**src/rtl/scnt_pkg.sv**
```systemverilog
package scnt_pkg;

    // Widest operand the queue entry carries (largest operand width plus one)
    localparam int OPND_MAX = 33;

    // Selection modes
    localparam logic [2:0] MODE_COMB     = 3'd0;
    localparam logic [2:0] MODE_COMB_REP = 3'd1;
    localparam logic [2:0] MODE_VAR      = 3'd2;
    localparam logic [2:0] MODE_VAR_REP  = 3'd3;
    localparam logic [2:0] MODE_PERM     = 3'd4;

    // Result status codes
    localparam logic [1:0] ST_OK       = 2'd0;
    localparam logic [1:0] ST_K_GT_N   = 2'd1;
    localparam logic [1:0] ST_BAD_MODE = 2'd2;
    localparam logic [1:0] ST_OVERFLOW = 2'd3;

    // Kinds of work handed to the back end
    localparam logic [1:0] KIND_DIRECT  = 2'd0;
    localparam logic [1:0] KIND_BINOM   = 2'd1;
    localparam logic [1:0] KIND_FALLING = 2'd2;
    localparam logic [1:0] KIND_POWER   = 2'd3;

    // One classified item waiting for the back end
    typedef struct packed {
        logic [1:0]          kind;
        logic [1:0]          status;
        logic                one_val;
        logic [OPND_MAX-1:0] base;
        logic [OPND_MAX-1:0] steps;
    } scnt_cmd_t;

endpackage

```
**src/rtl/scnt_front.sv**
```systemverilog
module scnt_front #(
    parameter int OPERAND_BITS = 12
) (
    input  logic [2:0]              func,
    input  logic [OPERAND_BITS-1:0] n_items,
    input  logic [OPERAND_BITS-1:0] k_chosen,
    output scnt_pkg::scnt_cmd_t     cmd
);
    import scnt_pkg::*;

    localparam int MW = OPERAND_BITS + 1;

    logic [MW-1:0] n_w;
    logic [MW-1:0] k_w;
    logic [MW-1:0] n_minus_k;
    logic [MW-1:0] ks_comb;
    logic [MW-1:0] n_rep;
    logic [MW-1:0] n_less1;
    logic [MW-1:0] ks_rep;
    logic          k_gt_n;

    // Operand arithmetic shared by the modes
    assign n_w       = {1'b0, n_items};
    assign k_w       = {1'b0, k_chosen};
    assign k_gt_n    = k_w > n_w;
    assign n_minus_k = n_w - k_w;
    assign ks_comb   = (k_w > n_minus_k) ? n_minus_k : k_w;
    assign n_rep     = n_w + k_w - MW'(1);
    assign n_less1   = n_w - MW'(1);
    assign ks_rep    = (k_w > n_less1) ? n_less1 : k_w;

    // Classify the item into a direct answer or a loop for the back end
    always_comb
    begin
        cmd         = '0;
        cmd.kind    = KIND_DIRECT;
        cmd.status  = ST_OK;
        unique case (func)
            MODE_COMB:
            begin
                if (k_gt_n)
                    cmd.status = ST_K_GT_N;
                else
                begin
                    cmd.kind  = KIND_BINOM;
                    cmd.base  = OPND_MAX'(n_w - ks_comb);
                    cmd.steps = OPND_MAX'(ks_comb);
                end
            end
            MODE_COMB_REP:
            begin
                if (n_w == '0)
                    cmd.one_val = (k_w == '0);
                else
                begin
                    cmd.kind  = KIND_BINOM;
                    cmd.base  = OPND_MAX'(n_rep - ks_rep);
                    cmd.steps = OPND_MAX'(ks_rep);
                end
            end
            MODE_VAR:
            begin
                if (k_gt_n)
                    cmd.status = ST_K_GT_N;
                else
                begin
                    cmd.kind  = KIND_FALLING;
                    cmd.base  = OPND_MAX'(n_w);
                    cmd.steps = OPND_MAX'(k_w);
                end
            end
            MODE_VAR_REP:
            begin
                if (k_w == '0)
                    cmd.one_val = 1'b1;
                else if (n_w <= MW'(1))
                    cmd.one_val = n_w[0];
                else
                begin
                    cmd.kind  = KIND_POWER;
                    cmd.base  = OPND_MAX'(n_w);
                    cmd.steps = OPND_MAX'(k_w);
                end
            end
            MODE_PERM:
            begin
                cmd.kind  = KIND_FALLING;
                cmd.base  = OPND_MAX'(n_w);
                cmd.steps = OPND_MAX'(n_w);
            end
            default:
                cmd.status = ST_BAD_MODE;
        endcase
    end

endmodule

```
**src/rtl/scnt_queue.sv**
```systemverilog
module scnt_queue (
    input  logic                clk,
    input  logic                rst_n,
    input  logic                push,
    input  scnt_pkg::scnt_cmd_t push_cmd,
    output logic                full,
    input  logic                pop,
    output logic                nonempty,
    output scnt_pkg::scnt_cmd_t pop_cmd
);
    import scnt_pkg::*;

    localparam int DEPTH = 2;

    scnt_cmd_t mem_reg [DEPTH];
    logic      wr_ptr_reg;
    logic      wr_ptr_next;
    logic      rd_ptr_reg;
    logic      rd_ptr_next;
    logic [1:0] fill_reg;
    logic [1:0] fill_next;

    assign full     = (fill_reg == 2'(DEPTH));
    assign nonempty = (fill_reg != 2'd0);
    assign pop_cmd  = mem_reg[rd_ptr_reg];

    // Pointer and fill count update
    always_comb
    begin
        wr_ptr_next = wr_ptr_reg ^ push;
        rd_ptr_next = rd_ptr_reg ^ pop;
        fill_next   = fill_reg + 2'(push) - 2'(pop);
    end

    always_ff @(posedge clk or negedge rst_n)
    begin
        if (!rst_n)
        begin
            wr_ptr_reg <= 1'b0;
            rd_ptr_reg <= 1'b0;
            fill_reg   <= 2'd0;
        end
        else
        begin
            wr_ptr_reg <= wr_ptr_next;
            rd_ptr_reg <= rd_ptr_next;
            fill_reg   <= fill_next;
        end
    end

    // Entry storage
    always_ff @(posedge clk)
    begin
        if (push)
            mem_reg[wr_ptr_reg] <= push_cmd;
    end

endmodule

```
**src/rtl/scnt_back.sv**
```systemverilog
module scnt_back #(
    parameter int OPERAND_BITS = 12,
    parameter int COUNT_BITS   = 64
) (
    input  logic                  clk,
    input  logic                  rst_n,
    input  logic                  cmd_valid,
    input  scnt_pkg::scnt_cmd_t   cmd,
    output logic                  cmd_pop,
    output logic                  res_valid,
    input  logic                  res_ready,
    output logic [COUNT_BITS-1:0] res_count,
    output logic [1:0]            res_status
);
    import scnt_pkg::*;

    localparam int MW = OPERAND_BITS + 1;
    localparam int PW = COUNT_BITS + MW;
    localparam int CW = $clog2(PW + 1);

    localparam logic [2:0] S_IDLE = 3'd0;
    localparam logic [2:0] S_MUL  = 3'd1;
    localparam logic [2:0] S_DIV  = 3'd2;
    localparam logic [2:0] S_CHK  = 3'd3;
    localparam logic [2:0] S_FIN  = 3'd4;

    logic [2:0]            state_reg, state_next;
    logic [1:0]            kind_reg, kind_next;
    logic [COUNT_BITS-1:0] r_reg, r_next;
    logic [PW-1:0]         acc_reg, acc_next;
    logic [MW-1:0]         mul_reg, mul_next;
    logic [MW-1:0]         fac_reg, fac_next;
    logic [MW-1:0]         div_reg, div_next;
    logic [MW-1:0]         left_reg, left_next;
    logic [MW:0]           rem_reg, rem_next;
    logic [CW-1:0]         cnt_reg, cnt_next;
    logic [COUNT_BITS-1:0] fin_cnt_reg, fin_cnt_next;
    logic [1:0]            fin_st_reg, fin_st_next;
    logic                  out_valid_reg, out_valid_next;
    logic [COUNT_BITS-1:0] out_cnt_reg, out_cnt_next;
    logic [1:0]            out_st_reg, out_st_next;
    logic [MW:0]           trial;
    logic                  fits;
    logic                  take_out;
    logic [MW-1:0]         base_w;
    logic [MW-1:0]         first_fac;
    logic [MW-1:0]         step_fac;

    assign res_valid  = out_valid_reg;
    assign res_count  = out_cnt_reg;
    assign res_status = out_st_reg;

    assign base_w    = cmd.base[MW-1:0];
    assign first_fac = (cmd.kind == KIND_BINOM) ? base_w + MW'(1) : base_w;
    assign trial     = {rem_reg[MW-1:0], acc_reg[PW-1]};
    assign fits      = (acc_reg[PW-1:COUNT_BITS] == '0);
    assign take_out  = !out_valid_reg || res_ready;

    // Next factor of the product walk
    always_comb
    begin
        case (kind_reg)
            KIND_BINOM:   step_fac = fac_reg + MW'(1);
            KIND_FALLING: step_fac = fac_reg - MW'(1);
            default:      step_fac = fac_reg;
        endcase
    end

    // Sequencer: shift-add multiply, restoring divide, range check
    always_comb
    begin
        state_next     = state_reg;
        kind_next      = kind_reg;
        r_next         = r_reg;
        acc_next       = acc_reg;
        mul_next       = mul_reg;
        fac_next       = fac_reg;
        div_next       = div_reg;
        left_next      = left_reg;
        rem_next       = rem_reg;
        cnt_next       = cnt_reg;
        fin_cnt_next   = fin_cnt_reg;
        fin_st_next    = fin_st_reg;
        out_valid_next = out_valid_reg && !res_ready;
        out_cnt_next   = out_cnt_reg;
        out_st_next    = out_st_reg;
        cmd_pop        = 1'b0;
        unique case (state_reg)
            S_IDLE:
            begin
                if (cmd_valid)
                begin
                    cmd_pop   = 1'b1;
                    kind_next = cmd.kind;
                    r_next    = COUNT_BITS'(1);
                    fac_next  = first_fac;
                    mul_next  = first_fac;
                    div_next  = MW'(1);
                    left_next = cmd.steps[MW-1:0];
                    acc_next  = '0;
                    cnt_next  = CW'(MW);
                    if (cmd.kind == KIND_DIRECT)
                    begin
                        fin_cnt_next = COUNT_BITS'(cmd.one_val);
                        fin_st_next  = cmd.status;
                        state_next   = S_FIN;
                    end
                    else if (cmd.steps[MW-1:0] == '0)
                    begin
                        fin_cnt_next = COUNT_BITS'(1);
                        fin_st_next  = ST_OK;
                        state_next   = S_FIN;
                    end
                    else
                        state_next = S_MUL;
                end
            end
            S_MUL:
            begin
                acc_next = {acc_reg[PW-2:0], 1'b0}
                         + (mul_reg[MW-1] ? PW'(r_reg) : PW'(0));
                mul_next = {mul_reg[MW-2:0], 1'b0};
                cnt_next = cnt_reg - CW'(1);
                if (cnt_reg == CW'(1))
                begin
                    if (kind_reg == KIND_BINOM)
                    begin
                        rem_next   = '0;
                        cnt_next   = CW'(PW);
                        state_next = S_DIV;
                    end
                    else
                        state_next = S_CHK;
                end
            end
            S_DIV:
            begin
                if (trial >= {1'b0, div_reg})
                begin
                    rem_next = trial - {1'b0, div_reg};
                    acc_next = {acc_reg[PW-2:0], 1'b1};
                end
                else
                begin
                    rem_next = trial;
                    acc_next = {acc_reg[PW-2:0], 1'b0};
                end
                cnt_next = cnt_reg - CW'(1);
                if (cnt_reg == CW'(1))
                    state_next = S_CHK;
            end
            S_CHK:
            begin
                if (!fits)
                begin
                    fin_cnt_next = '0;
                    fin_st_next  = ST_OVERFLOW;
                    state_next   = S_FIN;
                end
                else if (left_reg == MW'(1))
                begin
                    fin_cnt_next = acc_reg[COUNT_BITS-1:0];
                    fin_st_next  = ST_OK;
                    state_next   = S_FIN;
                end
                else
                begin
                    r_next     = acc_reg[COUNT_BITS-1:0];
                    left_next  = left_reg - MW'(1);
                    fac_next   = step_fac;
                    mul_next   = step_fac;
                    div_next   = div_reg + MW'(1);
                    acc_next   = '0;
                    cnt_next   = CW'(MW);
                    state_next = S_MUL;
                end
            end
            S_FIN:
            begin
                if (take_out)
                begin
                    out_valid_next = 1'b1;
                    out_cnt_next   = fin_cnt_reg;
                    out_st_next    = fin_st_reg;
                    state_next     = S_IDLE;
                end
            end
            default:
                state_next = S_IDLE;
        endcase
    end

    // Control state
    always_ff @(posedge clk or negedge rst_n)
    begin
        if (!rst_n)
        begin
            state_reg     <= S_IDLE;
            out_valid_reg <= 1'b0;
        end
        else
        begin
            state_reg     <= state_next;
            out_valid_reg <= out_valid_next;
        end
    end

    // Datapath registers
    always_ff @(posedge clk)
    begin
        kind_reg    <= kind_next;
        r_reg       <= r_next;
        acc_reg     <= acc_next;
        mul_reg     <= mul_next;
        fac_reg     <= fac_next;
        div_reg     <= div_next;
        left_reg    <= left_next;
        rem_reg     <= rem_next;
        cnt_reg     <= cnt_next;
        fin_cnt_reg <= fin_cnt_next;
        fin_st_reg  <= fin_st_next;
        out_cnt_reg <= out_cnt_next;
        out_st_reg  <= out_st_next;
    end

endmodule

```
**src/rtl/selection_count_engine.sv**
```systemverilog
// Channel | Dir | tdata fields, lowest bit first
// s_axis  | in  | func[2:0], n_items, k_chosen, zero pad to bytes
// m_axis  | out | count, status[1:0], zero pad to bytes
//
// Errors and trivial cases pass through the queue and the S_FIN state before m_tvalid rises.
// Each loop step runs a multiply pass, plus a divide pass for binomials, plus a check;
// the back end uses a shift-add multiplier and a restoring divider. Loops stop on overflow.
// A loop item raises m_tvalid after the queue, its loop steps and the S_FIN state.
// Reset clears the queue, sequencer and output valid; no clearing pass.
// A 2-entry queue lets inputs be taken while the back end or output stalls.
module selection_count_engine #(
    parameter int OPERAND_BITS = 12,
    parameter int COUNT_BITS   = 64
) (
    input  logic                              clk,
    input  logic                              rst_n,
    input  logic                              s_tvalid,
    output logic                              s_tready,
    // func, n_items, k_chosen, zero pad
    input  logic [((3+2*OPERAND_BITS+7)/8)*8-1:0] s_tdata,
    output logic                              m_tvalid,
    input  logic                              m_tready,
    // count, status, zero pad
    output logic [((COUNT_BITS+2+7)/8)*8-1:0] m_tdata
);
    import scnt_pkg::*;

    localparam int OUT_W = ((COUNT_BITS + 2 + 7) / 8) * 8;

    scnt_cmd_t             front_cmd;
    scnt_cmd_t             q_cmd;
    logic                  q_full;
    logic                  q_nonempty;
    logic                  q_pop;
    logic [COUNT_BITS-1:0] res_count;
    logic [1:0]            res_status;

    assign s_tready = !q_full;

    // Classify incoming items
    scnt_front #(
        .OPERAND_BITS(OPERAND_BITS)
    ) u_front (
        .func     (s_tdata[2:0]),
        .n_items  (s_tdata[OPERAND_BITS+2:3]),
        .k_chosen (s_tdata[2*OPERAND_BITS+2:OPERAND_BITS+3]),
        .cmd      (front_cmd)
    );

    // Queue between front and back
    scnt_queue u_queue (
        .clk      (clk),
        .rst_n    (rst_n),
        .push     (s_tvalid && !q_full),
        .push_cmd (front_cmd),
        .full     (q_full),
        .pop      (q_pop),
        .nonempty (q_nonempty),
        .pop_cmd  (q_cmd)
    );

    // Iterative arithmetic
    scnt_back #(
        .OPERAND_BITS(OPERAND_BITS),
        .COUNT_BITS  (COUNT_BITS)
    ) u_back (
        .clk        (clk),
        .rst_n      (rst_n),
        .cmd_valid  (q_nonempty),
        .cmd        (q_cmd),
        .cmd_pop    (q_pop),
        .res_valid  (m_tvalid),
        .res_ready  (m_tready),
        .res_count  (res_count),
        .res_status (res_status)
    );

    assign m_tdata = OUT_W'({res_status, res_count});

endmodule

```
**config.mk**
```make
export PLATFORM = sky130hd
export DESIGN_NAME = selection_count_engine
export DESIGN_NICKNAME = d
export VERILOG_FILES = /design/src/rtl/scnt_pkg.sv /design/src/rtl/scnt_front.sv /design/src/rtl/scnt_queue.sv /design/src/rtl/scnt_back.sv /design/src/rtl/selection_count_engine.sv
export SDC_FILE = /design/constraint.sdc
export NUM_CORES = 1
export LEC_CHECK = 0
export ABC_AREA = 1
export BUFFER_PORTS_ARGS = -buffer_cell sky130_fd_sc_hd__buf_2
export CAP_MARGIN = 10
export CELL_PAD_IN_SITES_DETAIL_PLACEMENT = 1
export CELL_PAD_IN_SITES_GLOBAL_PLACEMENT = 1
export CORE_AREA = 5 5 357 359
export DETAILED_ROUTE_END_ITERATION = 8
export DIE_AREA = 0 0 362 364
export PLACE_DENSITY = 0.57
export SKIP_LAST_GASP = 1
export SLEW_MARGIN = 20
export SYNTH_ARGS = -nofsm -noshare
export SYNTH_HDL_FRONTEND = slang
export SYNTH_SLANG_ARGS = --single-unit
```
**constraint.sdc**
```tcl
create_clock -name clk -period 7.4 [get_ports clk]
set_input_delay 0.37 -clock clk [delete_from_list [all_inputs] [get_ports clk]]
set_output_delay 0.37 -clock clk [all_outputs]
set_load 0.02 [all_outputs]
```
Word level (Yosys, flattened, before mapping). Memories as Yosys holds them, arrays and structs flattened. Index checks and enable logic that the tools add are counted.

Mux-type cells: 83. Equal/unequal tests: 23. Reductions and logical operators: 28. Bitwise logic cells: 2. Magnitude comparators: 5. Add/sub/neg operators: 16.

Operators by type and width (count): 64-bit 2-to-1 mux (9); 66-bit one-hot mux with 5 select lines (1); 77-bit one-hot mux with 4 select lines (1); 64-bit one-hot mux with 2 select lines (2); 77-bit 2-to-1 mux (3); 66-bit 2-to-1 mux (3); 13-bit 2-to-1 mux (15); 13-bit one-hot mux with 2 select lines (5); 45-bit 2-to-1 mux (2); 77-bit by 64-bit adder with 77-bit output (1); 13-bit logical NOT (4); 13-bit by 1-bit adder with 13-bit output, second input constant (3); 13-bit one-hot mux with 3 select lines (1); 13-bit by 1-bit subtractor with 13-bit output, second input constant (3); 7-bit 2-to-1 mux (5); 7-bit one-hot mux with 4 select lines (1); 12-bit by 13-bit > comparator with 1-bit output (2); 3-bit 2-to-1 mux (8); 4-bit AND reduction (5); 2-bit 2-to-1 mux (8); 3-bit one-hot mux with 5 select lines (1); 14-bit by 13-bit greater-or-equal comparator with 1-bit output (1); 1-bit 2-to-1 mux (14); 12-bit by 13-bit subtractor with 14-bit output (1); other kinds (37) (58).

Output and inout port bits: 74. Word-level logic and storage cells: 176. Memories kept: 1. Memory bits (writable): 142. Flip-flop bits (word level): 355. Input bits: 36.

Memory list: u_queue.mem_reg (words 2, bits a word 71, read ports 1, clocked after memory_dff 0, write ports 1, RTL line scnt_queue.sv:15) `scnt_cmd_t mem_reg [DEPTH];`.

Logic depth before layout (Yosys ltp).
Depth in word-level cells: 6. Mapped depth: 31. Mapped depth without buffers: 31.

By module. From an unflattened synthesis, not the netlist that was laid out.

Cell total of the unflattened synthesis: 4020. Area total of the unflattened synthesis: 32623.8 µm².

Modules (own cells, without submodules): scnt_back (area each 22021.1 µm², cells an instance 2786, seq. area each 10520.1 µm², times used 1); scnt_queue (area each 5575.3 µm², cells an instance 395, seq. area each 4364.2 µm², times used 1); scnt_front (area each 4964.8 µm², cells an instance 829, seq. area each 0.0 µm², times used 1); selection_count_engine (area each 62.6 µm², cells an instance 10, seq. area each 0.0 µm², times used 1).

Worst setup path before layout. Ideal clock, no wire load.

Path type: reg2reg. Start point: reg u_back.acc_reg[72]. End point: reg u_back.div_reg[0], enable pin. Slack: 1.290 ns. Arrival time: 5.543 ns. Buffers on the path: 1. Setup time: 0.567 ns. Stages on the path, launching flop included: 7. Data required time: 6.833 ns. Period minus slack after synthesis: 6.110 ns. Cells stage by stage: edfxtp_1 nor4_1 nand4_1 clkbuf_1 nand2_1 nand2_1 nor2_1.

Longest elaborated chain between the ends: 3.

Ends and longest elaborated chain: from (decl) (RTL line scnt_back.sv:30) `logic [PW-1:0] acc_reg, acc_next;`; from (signal assigned) (RTL line scnt_back.sv:213) `acc_reg <= acc_next;`; 13-bit logical NOT (RTL line scnt_back.sv:56) `assign fits = (acc_reg[PW-1:COUNT_BITS] == '0);`; 2-bit by 1-bit inequality test with 1-bit output (no source line); 4-bit AND reduction (no source line); to (signal assigned) (RTL line scnt_back.sv:216) `div_reg <= div_next;`; to (decl) (RTL line scnt_back.sv:33) `logic [MW-1:0] div_reg, div_next;`.

No other way between the ends. A chain may end at the register's enable or synchronous reset.

==> impl_metrics.env <==
export IMPL_place_inst=5560
export IMPL_antenna_left=0
export IMPL_post_synthesis_register_bit_count=417
export IMPL_synth_top_area_share=0.416
export IMPL_switching_share_of_power=0.455
export IMPL_critPathMaxStageDelay_ps=450
export IMPL_filler_free_cell_count_of_the_finished_design=5658
export IMPL_clock_power_share=0.183
export IMPL_global_route_overflow_total=0
export IMPL_max_clock_freq_mhz=201
export IMPL_worstSetupEndpointType="register"
export IMPL_clock_sinks=417
export IMPL_h_tree_depth=2
export IMPL_seq_area_frac_synth=0.423
export IMPL_initial_core_util=0.239
export IMPL_ir_worst_vdd_mv=0.341
export IMPL_clock_latency_at_the_later_pin_of_the_worst_skew_pair_ps=620
export IMPL_avgRoutedWirePerCell_um=17.2
export IMPL_critical_path_max_fanout=15
export IMPL_rsz0062_at_grt="no"
export IMPL_detail_route_vias_per_cell=4.42
export IMPL_critical_path_slowest_cell="xor2_1"
export IMPL_syn_instance_count=3886
export IMPL_tightest_slew_ps=1030
export IMPL_post_synthesis_cell_type_count=57
export IMPL_critical_path_most_common_cell="nand2_1"
export IMPL_drt_first_iter_violations=1048
export IMPL_fin_setup_tns_ps=0
export IMPL_count_of_tritonroute_iterations_in_the_first_routing_pass=5
export IMPL_global_route_wire_length_before_repair_um=153000
export IMPL_num_fill_cells=15002
export IMPL_intPower_mw=7.47
export IMPL_cts_tree="yes"
export IMPL_grt_pass1_vias=26317
export IMPL_clk_pin_slew_worst_paths_ps=60
export IMPL_leakage_nw=15.4
export IMPL_placement_io_buffers=98
export IMPL_finalNetCount=4201
export IMPL_comb_power_share=0.485
export IMPL_clk_root_buffer_cell="clkbuf_16"
export IMPL_top_post_synthesis_cells_by_area="edfxtp_1 (42%), nand2_1 (15%), inv_1 (8.4%), ha_1 (7.6%), nor2_1 (4.2%)"
export IMPL_ff2ff_setup_slack_ps=3430
export IMPL_slew_limit_headroom=0.313
export IMPL_worst_endpoint_arrival_ps=5300
export IMPL_run_status="complete, no violations"
export IMPL_syn_avg_cell_area_sq_um=7.60
export IMPL_core_region_area_sq_um=123000
export IMPL_fin_crit_ps=4980
export IMPL_num_io_pins=110
export IMPL_synth_top_cell_by_area="edfxtp_1"
export IMPL_net_switching_power_mw=6.24
export IMPL_startpoint_class_of_the_critical_path="input port"
export IMPL_worst_ep_required_time_ps=7720
export IMPL_fin_skew_ps=26.0
export IMPL_cpLargestDelayFamily="simple AND/OR/NAND/NOR gates"
export IMPL_antenna_found_initial=3
export IMPL_hold_path_class="in2async"
export IMPL_power_density_nw_per_um2=409
export IMPL_die_x_um=362
export IMPL_post_dp_hpwl_um=76800
export IMPL_drt_drc_violations_left=0
export IMPL_fp_dieArea_sq_um=132000
export IMPL_seq_power_share=0.332
export IMPL_slew_viol_final=0
export IMPL_worst_hold_check_slack_ps=165
export IMPL_synth_warnings=0
export IMPL_syn_cell_area_sq_um=29500
export IMPL_max_cap_viol_count=0
export IMPL_cts_root_to_sink_buffers=3
export IMPL_area_growth_syn_to_layout_pct=13.5
export IMPL_layout_drive_gt1_share=0.0751
export IMPL_setup_viol=0
export IMPL_num_rows=129
export IMPL_die_y_um=364
export IMPL_crit_type="in2reg"
export IMPL_largest_register_ffs=77
export IMPL_timing_hold_violations_final=0
export IMPL_overall_routed_net_length_um=97500
export IMPL_gp_routability_congestion=0.889
export IMPL_grt_start_max_net_pins=102
export IMPL_track_usage=0.146
export IMPL_min_period_over_period=0.673
export IMPL_path_buf_inv=6
export IMPL_cts_buffers_inserted=51
export IMPL_number_of_vias_after_detailed_routing=24991
## placed cells by master, fill, tap and decap left out, types with 5 or more instances in the layout
cell type,count
buf_4,15
nand3_1,209
xnor2_1,34
a31oi_1,14
o21ai_0,127
nor2_4,13
nand2_4,7
nand2_1,1216
inv_2,9
o21ai_1,18
nor3_1,115
clkinv_1,9
clkinv_2,11
a21oi_1,154
nor2_2,12
fa_1,7
o21ai_2,5
nor2_1,325
buf_2,98
or2_2,7
nor4_1,9
nand3b_1,12
mux2i_1,8
nand3_2,12
inv_1,665
nand2_2,22
clkinvlp_4,10
dfrtp_1,8
o211ai_1,16
ha_1,178
a21o_1,13
nor3_2,8
xor2_1,51
conb_1,8
o21bai_1,16
nand4_1,57
clkbuf_16,53
o22ai_1,17
edfxtp_1,409
## area by class of cell
class | instances | area [sq um] | share of cell area
Clock buffer | 55 | 1330 | 0.0398
Sequential cell | 417 | 12500 | 0.372
Inverter | 676 | 2550 | 0.0760
Multi-Input combinational cell | 2717 | 14100 | 0.422
Timing Repair Buffer | 116 | 643 | 0.0192
Tap cell | 1637 | 2050 | 0.0611
Antenna cell | 1 | 2.50 | 0.0000746
Clock inverter | 39 | 333 | 0.00993
## layer usage
metal  vias up  share of wire  track usage
met5         -              0            0
met3       113          0.024       0.0143
met4         0          0.027       0.0400
met1     11870           0.45        0.182
li1      12736              -            -
met2       272           0.50        0.268
## repair_timing
item | in CTS | in global routing
hold buffers | 2 | 0
endpoints found under the hold margin | 9 | 0
setup endpoints to repair | 0 | 0
buffers inserted | 0 | 0
gates resized for setup | 0 | 0
## synthesized netlist by cell type (all sizes together)
library cell  instances
nand3b               12
inv                 676
dfrtp                 8
o211ai               16
xnor2                34
a31o                  1
a211oi                2
nand4                57
and3                  2
a31oi                14
o22ai                17
o21ai               150
o221ai                1
nand2              1245
fa                    7
nor4                 10
xor2                 51
a21o                 13
a41oi                 1
edfxtp              409
and2                  3
o21a                  4
conb                  1
mux2i                 8
nor3b                 2
or2                   8
nor3                124
nand3               223
buf                  58
nor2                350
o31ai                 2
a21oi               154
o21bai               17
a21boi                1
ha                  179
o32ai                 1
clkbuf               25
## worst reg2reg max path: stages (launching register included)
cell and delay (ps):
edfxtp_1 320, buf_4 520, nand2_1 130, inv_1 100, ha_1 250, fa_1 340
nand3_1 120, nand3_2 170, nand2_1 70, nand2_1 280, inv_1 250, o21ai_1 430
nand3_1 300, nand3_1 150, nand2_1 60, nand3_1 130, o21ai_1 100
## cells by family after synthesis
group,Yosys count,synth area share
simple gates,2036,0.293
buf+inv,759,0.101
flops,417,0.423
compound gates,394,0.0742
fa+ha+maj,186,0.0806
xor+xnor,85,0.0252
mux,8,0.00271
other cells,1,0.000127
## power by group through the flow
stage / clock network, mW / registers, mW / logic, mW
4_1_cts: 2.60 / 4.57 / 6.82
2_1_floorplan: 0 / 4.67 / 4.62
5_1_grt: 2.70 / 4.66 / 7.58
6_report: 2.51 / 4.55 / 6.65
3_3_place_gp: 0 / 4.57 / 6.68
3_5_place_dp: 0 / 4.61 / 6.78
## final timing paths
| kind | from | to | cells past startpoint |
|---|---|---|---|
| max in group asynchronous | rst_n | u_queue.fill_reg[1]$_DFF_PN0_ | 2 |
| setup / recovery | s_tdata[3] | u_queue.mem_reg[1][44]$_DFFE_PP_ | 29 |
| min in group clk | s_tdata[0] | u_queue.mem_reg[0][67]$_DFFE_PP_ | 2 |
| setup reg to reg | u_back.mul_reg[12]$_DFFE_PP_ | u_back.acc_reg[45]$_DFFE_PP_ | 16 |
| hold / removal | rst_n | u_queue.wr_ptr_reg$_DFF_PN0_ | 2 |
| hold reg to reg | u_back.fin_cnt_reg[59]$_SDFFCE_PN0P_ | u_back.res_count[59]$_DFFE_PP_ | 0 |
## stage by stage
step | util | cell area, sq um | worst slack (ps) | power (mW)
finish | 0.272 | 33500 | 2420 | 13.7
global route | 0.271 | 33500 | 1990 | 14.9
CTS | 0.271 | 33500 | 2510 | 14.0
detailed placement | 0.258 | 31800 | 1870 | 11.4
global placement | 0.258 | 31800 | 1810 | 11.2
floorplan | - | 29600 | 1290 | 9.29
Note: power is estimated with default switching activity, not from simulation.
